### config.mk
export PLATFORM = sky130hd
export DESIGN_NAME = pce_mul
export DESIGN_NICKNAME = d
export VERILOG_FILES = /design/src/design/pce_pkg.sv /design/src/design/pce_mul.sv
export SDC_FILE = /design/constraint.sdc
export NUM_CORES = 2
export LEC_CHECK = 0
export ABC_AREA = 1
export BUFFER_PORTS_ARGS = -buffer_cell sky130_fd_sc_hd__buf_2
export CAP_MARGIN = 30
export CORE_ASPECT_RATIO = 1.75
export CORE_MARGIN = 3
export CORE_UTILIZATION = 30
export CTS_CLUSTER_DIAMETER = 50
export DETAILED_ROUTE_END_ITERATION = 16
export GPL_TIMING_DRIVEN = 0
export HOLD_SLACK_MARGIN = 0.15
export PLACE_DENSITY = 0.52
export RECOVER_POWER = 25
export SLEW_MARGIN = 20
export SYNTH_ARGS = -nofsm -noshare
export SYNTH_HDL_FRONTEND = slang
export SYNTH_SLANG_ARGS = --single-unit
### constraint.sdc
create_clock -name clk -period 25.4 [get_ports clk]
set_input_delay 5.08 -clock clk [delete_from_list [all_inputs] [get_ports clk]]
set_output_delay 5.08 -clock clk [all_outputs]
set_load 0.02 [all_outputs]
### src/design/pce_pkg.sv
// ----------------------------------------------------------------------------
// pce_pkg: shared constants and types for the correlation engine
// Widths of the running sums, big-number limb sizes and operation codes.
// ----------------------------------------------------------------------------
package pce_pkg;

  localparam int SAMPLE_BITS = 16;
  localparam int WEIGHT_BITS = 16;
  localparam int COUNT_BITS  = 16;

  localparam int CNT_W = COUNT_BITS + 1;
  localparam int N_W   = WEIGHT_BITS + COUNT_BITS + 1;
  localparam int XS_W  = SAMPLE_BITS + WEIGHT_BITS + COUNT_BITS + 1;
  localparam int SQ_W  = 64;

  // big-number operands: four 32-bit limbs, product of eight
  localparam int LIMB_W = 32;
  localparam int BN_W   = 4 * LIMB_W;
  localparam int MR_W   = 2 * BN_W;
  localparam int SR_W   = MR_W + 8;

  localparam logic [1:0] STAT_VALID = 2'd0;
  localparam logic [1:0] STAT_UNDEF = 2'd1;
  localparam logic [1:0] STAT_OVF   = 2'd2;

  typedef enum logic [3:0] {
    OP_WX  = 4'd0,
    OP_WY  = 4'd1,
    OP_XX  = 4'd2,
    OP_WXX = 4'd3,
    OP_YY  = 4'd4,
    OP_WYY = 4'd5,
    OP_XY  = 4'd6,
    OP_WXY = 4'd7,
    OP_NXX = 4'd8,
    OP_SX  = 4'd9,
    OP_NYY = 4'd10,
    OP_SY  = 4'd11,
    OP_NXY = 4'd12,
    OP_SXY = 4'd13,
    OP_AB  = 4'd14,
    OP_CC  = 4'd15
  } op_t;

  // multiplier control: start pulse and index of the last limb of each operand
  typedef struct packed {
    logic       start;
    logic [1:0] a_last;
    logic [1:0] b_last;
  } mul_ctl_t;

endpackage

### src/design/pce_mul.sv
// ----------------------------------------------------------------------------
// pce_mul: limb-serial big-number multiplier
// One 32x32 product a cycle, registered, then added into a 256-bit sum.
// ----------------------------------------------------------------------------
module pce_mul (
  input  logic                     clk,
  input  logic                     rst,
  input  pce_pkg::mul_ctl_t        ctl,
  input  logic [pce_pkg::BN_W-1:0] a,
  input  logic [pce_pkg::BN_W-1:0] b,
  output logic                     done,
  output logic [pce_pkg::MR_W-1:0] res
);

  localparam int LW = pce_pkg::LIMB_W;
  localparam int MW = pce_pkg::MR_W;

  logic          run;
  logic [1:0]    i;
  logic [1:0]    j;
  logic [1:0]    a_last;
  logic [1:0]    b_last;
  logic [2*LW-1:0] prod;
  logic [2:0]    psh;
  logic          pv;
  logic          plast;
  logic [MW-1:0] acc;
  logic [LW-1:0] a_limb;
  logic [LW-1:0] b_limb;

  assign a_limb = a[{i, 5'b0} +: LW];
  assign b_limb = b[{j, 5'b0} +: LW];
  assign res    = acc;

  always_ff @(posedge clk) begin
    prod  <= a_limb * b_limb;
    psh   <= 3'(i) + 3'(j);
    plast <= run && (i == a_last) && (j == b_last);
    if (ctl.start) begin
      acc    <= '0;
      a_last <= ctl.a_last;
      b_last <= ctl.b_last;
    end else if (pv) begin
      acc <= acc + ((MW'(prod)) << {psh, 5'b0});
    end
    if (rst) begin
      run  <= 1'b0;
      pv   <= 1'b0;
      done <= 1'b0;
      i    <= '0;
      j    <= '0;
    end else begin
      done <= pv && plast;
      pv   <= run;
      if (ctl.start) begin
        run <= 1'b1;
        i   <= '0;
        j   <= '0;
      end else if (run) begin
        if (j == b_last) begin
          j <= '0;
          if (i == a_last) begin
            run <= 1'b0;
          end else begin
            i <= i + 2'd1;
          end
        end else begin
          j <= j + 2'd1;
        end
      end
    end
  end

endmodule

==> results.md, run 1 <==
- The fraction of registers with async set or reset after synthesis is 0.
- After technology mapping, the gate count stands at 13732.
- For this configuration, the core starts out at a cell density of 0.303.
- The maximum number of pins on one net before global-route repair is 17.
- The total nets after synthesis is 15412.
- The number of buffers added by the clock tree synthesis step is 55.
- The total of hold buffers inserted after clock tree synthesis is 0.
- The number of cells upsized or downsized after cts is 0.
- Global routing finished with a remaining overflow of 1320.
- The number of flops mapped to enable cells by yosys is 4.
- The first global-routing pass estimated 1160000 µm of wire.
- In this run the tool buffered the top-level ports with 519 buffer cells.
- The number of post-CTS setup repair buffers is 0.
- The flow did not finish.
- The portion of synthesized cell area occupied by the leading cell type is 0.222.
- The netlist area before placement is 81000 µm².
- After synthesis, the cell types taking the most area are fa_1 (22%), nand2_1 (20%), inv_1 (15%).
- The synthesized area per cell is 5.90 µm².
- Synthesis inferred 335 register bits.
- Across every metal layer, demand over resource in global routing totals 0.599.
- The number of distinct standard cells referenced by the synthesized netlist is 47.
- In this run the number of H-tree levels came out at 2.
- The largest total area in the synthesized netlist belongs to fa_1.
- For this design, the sink count on the clock tree is 335.
- The number of global-route vias before repair is 111735.
- The total I/O pin count is 520.
- Routability-driven placement finished with a final weighted congestion of 1.17.
- Clock tree synthesis selected as its root buffer the cell clkbuf_16.
- The dominant synthesized flop cell is dfxtp_1.
- The total of warnings raised by yosys is 0.
- The flow halted during global routing (5_1_grt).
- The tool reported: "[ERROR GRT-0116] Global routing finished with congestion. Check the congestion regions in the DRC Viewer".
- The initialized floorplan defines 251 standard-cell rows.
- The half-perimeter wire length of the detailed placement result is 601000 µm.
- The die width is 399 µm.
- The deepest clock path buffer count is 3.
- The die boundary height is 694 µm.
- The share of the Yosys chip area taken by registers is 0.0832.
## Yosys cell counts, types with 20 or more instances
cell type  instances
ha_1             519
clkinv_1          26
xnor2_1           35
inv_2            208
o211ai_1          25
a21oi_1          343
nand2_1         4407
a31oi_1           53
inv_1           3250
o21ai_0          199
dfxtp_1          331
nor2_4            20
a32oi_2           29
o22ai_1           32
buf_1             27
a32oi_1           35
nor3_1            59
nand4_1           24
o21ai_1           21
nor2_1          1954
buf_2             84
nor2_2           269
xor2_1           157
o21bai_1          25
nand3_1          297
fa_1             898
nand3_2           26
clkbuf_1         217
nand2_2           64
mux2i_1           31
## per-layer routing
layer,overflow,global-route usage
met5,2,0.0732
met4,495,0.659
met3,21,0.344
met2,788,0.846
met1,14,0.572
## logic make-up after synthesis
| group | synth area share |
|---|---|
| XOR/XNOR | 0.0207 |
| adder cells (fa/ha/maj) | 0.302 |
| flip-flops | 0.0832 |
| AND/OR/NAND/NOR | 0.355 |
| multiplexers | 0.00383 |
| AO/OA/AOI/OAI | 0.0576 |
| buffers and inverters | 0.178 |
## metrics by stage
stage | instances | cell area [µm²] | setup WS [ps] | hold slack, ps
3_3_place_gp | 17793 | 88100 | 9570 | 470
2_1_floorplan | 13732 | 81000 | 13730 | 404
4_1_cts | 18015 | 92500 | 10820 | 496
3_5_place_dp | 17914 | 90600 | 10070 | 474
==> run 2: changes to the inputs <==
--- a/config.mk
+++ b/config.mk
@@ -8,14 +8,11 @@
 export ABC_AREA = 1
 export BUFFER_PORTS_ARGS = -buffer_cell sky130_fd_sc_hd__buf_2
 export CAP_MARGIN = 30
-export CORE_ASPECT_RATIO = 1.75
 export CORE_MARGIN = 3
-export CORE_UTILIZATION = 30
-export CTS_CLUSTER_DIAMETER = 50
+export CORE_UTILIZATION = 20
 export DETAILED_ROUTE_END_ITERATION = 16
 export GPL_TIMING_DRIVEN = 0
-export HOLD_SLACK_MARGIN = 0.15
-export PLACE_DENSITY = 0.52
+export PLACE_DENSITY_LB_ADDON = 0.15
 export RECOVER_POWER = 25
 export SLEW_MARGIN = 20
 export SYNTH_ARGS = -nofsm -noshare
==> run 2 against run 1 <==
Effect of this change: area after synthesis unchanged; synthesized cell count unchanged; the flow now finishes, with violations (max-capacitance violations, max-slew violations).
==> results.md, run 2 <==
- The flow ran to the end, but the final reports show violations.
- The final reports fail on max-capacitance violations, max-slew violations.
- The number of endpoints failing setup at the final stage is 0.
- The tree is rooted in a clkbuf_16.
- Dividing the synthesized area by the synthesized cell count gives 5.90 µm².
- On the final layout, the worst clock skew is 65.0 ps.
- TritonCTS built the clock tree.
- Wires add up to 572000 µm.
- Sorting the synthesized cells by how often they occur yields nand2_1 (4407), inv_1 (3250), nor2_1 (1954).
- The number of search-and-repair iterations in the first detailed-routing pass is 6.
- The deepest clock path buffer count is 3.
- The slew at the pin with the worst max-slew slack is 1890 ps.
- The number of global-route vias before repair is 87297.
- In this run, the number of DRC markers left after iteration 0 of detailed routing was 7514.
- The final count of pins violating max slew is 10.
- The clock slew seen by the registers of the worst setup and hold paths is 60 ps.
- The total of warnings raised by yosys is 0.
- The arrival time at the worst endpoint is 14340 ps.
- Together, buffers and inverters on the worst path number 10.
- The critical path in this run is classified as input pin to register.
- Detailed placement ended at an HPWL of 516000 µm.
- In the synthesized netlist the dominant register cell turns out to be dfxtp_1.
- The count of buffers added on input and output ports is 519.
- The number of post-CTS setup repair buffers is 0.
- The count of unresolved DRC violations after routing is 0.
- The total of hold buffers inserted after clock tree synthesis is 0.
- The data required time of the critical path is 26020 ps.
- The number of endpoints with negative hold slack in the final report is 0.
- For this design, the sink count on the clock tree is 335.
- After detailed routing, the average wire length per cell comes to 28.8 µm.
- Yosys mapped the design onto 47 distinct sky130hd cell types.
- The tool flagged a number of max-cap violations equal to 1.
- For this design, the slowest cell found on the critical path is a32oi_2.
- Setup repair after global routing left no endpoint under its margin.
- Counting stages on the worst path, the most repeated cell is fa_1.
- The die is 643 µm wide.
- The placer congestion estimate is 1.03.
- The number of cells upsized or downsized after cts is 0.
- The time the final worst path needs with I/O delays and setup is 13720 ps.
- The floorplan step defined a die boundary enclosing 413000 µm².
- The most common cell in the synthesized netlist is nand2_1.
- After synthesis, the cell types taking the most area are fa_1 (22%), nand2_1 (20%), inv_1 (15%).
- Of the cells placed in the final design, the portion with a size suffix greater than 1 is 0.0972.
- In this run, synthesis inferred 4 flip-flops with an integrated enable.
- The total I/O pin count is 520.
- The maximum number of pins on one net before global-route repair is 16.
- The die boundary height is 643 µm.
- The number of flip-flops under the largest register name is 256.
- The number of buffers added by the clock tree synthesis step is 49.
- The area growth from synthesis to final layout is 16.2%.
- The wire length of the first global-routing pass is 754000 µm.
- The number of antenna violations at the first check in global routing is 77.
- The count of vias placed by the detailed router is 87316.
- The count of standard-cell rows is 233.
- The placeable core area is 403000 µm².
- The cell area that synthesis handed to floorplanning was 81000 µm².
- The remaining global-route overflow is 0.
- In this design, the stage delay of the slowest critical-path cell is 940 ps.
- The register bit total from synthesis is 335.
- The insertion delay to the later sink of the worst-skew pair is 760 ps.
- The synthesized instance count is 13732.
- The mean number of vias per cell is 4.40.
- In the final design database the tool counted 16080 nets.
- Of the synthesized area, sequential elements account for 0.0832.
- The worst setup path is launched from an input pin.
- The final antenna-violating net count is 0.
- Timing would allow up to 72.9 MHz.
- Leaving out fill and tap cells, the most frequent cell in the layout is nand2_1.
- The period utilization is 0.540.
- The initial utilization of the core area, before any placement, comes to 0.201.
- The path class of the tightest hold or removal check is register to register.
- After routing, the total negative slack on setup checks comes to 0 ps.
- For this run, the total global-route usage over all layers was measured as 0.268.
- The H-tree was split into 2 levels.
- The worst pin sits at a relative slew slack of -0.262.
- When the netlist entered floorplanning its net count stood at 15412.
- fa_1 takes more of the synthesized area than any other cell.
- The share of synthesized area in the top cell type comes to 0.222.
- Of all nets on the critical path, the largest fanout is 8.
- After synthesis, the share of flip-flops with an asynchronous set or reset is 0.
- STA classifies the critical path endpoint as a register.
- The critical path's top delay family is adder cells.
- In the layout the commonest cells are nand2_1 (4407), inv_1 (3250), nor2_1 (1955).
## run 2: cell counts after synthesis
Identical to the previous run, type by type.
## run 2: final timing paths
path / from / slack [ps] / cells past startpoint / to
hold reg to reg: plast / 420 / 2 / done
setup / recovery: b[103] / 11680 / 29 / prod[38]
hold / removal: plast / 420 / 2 / done
setup reg to reg: i[0] / 15010 / 25 / prod[38]
## run 2: kinds of logic (layout without fill, tap and decap cells)
kind of cell               Yosys count  after routing  synth area share
and+or+nand+nor                   7159           7159             0.355
buffers and inverters             3815           4524             0.178
adders and majority gates         1417           1417             0.302
AOI/OAI and AO/OA                  783            783            0.0576
DFF                                335            335            0.0832
xor gates and xnor gates           192            192            0.0207
muxes                               31             31           0.00383
other                                0             20                 0
## run 2: final cells by class
class | count | area (µm²)
clock buffers | 61 | 1340
clock inverters | 31 | 364
well taps | 5405 | 6760
plain buffers | 330 | 1390
flip-flops and latches | 335 | 6750
diodes | 20 | 50.0
multi-input cells | 9582 | 60300
fillers | 47593 | 309000
repair buffers | 617 | 4050
inverters | 3485 | 13100
## run 2: per-layer routing
| metal | up-vias | part of all wire | GRT usage |
|---|---|---|---|
| li1 | 41175 | - | - |
| met1 | 42416 | 0.43 | 0.344 |
| met2 | 3043 | 0.45 | 0.442 |
| met3 | 668 | 0.052 | 0.0275 |
| met4 | 14 | 0.066 | 0.144 |
| met5 | - | 0.00017 | 0 |
## run 2: worst min-delay path: stages, from the launching register on
cell and delay (ps):
dfxtp_1 300, nand2_1 50, nor2_1 30
## run 2: per-stage QoR
stage | setup slack (ps) | hold WS [ps] | instance area (µm²) | util | std cells
floorplan | 13730 | 404 | 81000 | - | 13732
global placement | 9800 | 418 | 90400 | 0.224 | 19656
detailed placement | 10940 | 416 | 92500 | 0.229 | 19753
CTS | 11730 | 426 | 94200 | 0.234 | 19845
global route | 11390 | 472 | 94100 | 0.233 | 19852
finish | 11680 | 423 | 94100 | 0.233 | 19866
Power of run 2 is left out: the tool's default activity adds up to more than one toggle a clock period on the data nets, which glitch-free logic cannot reach.
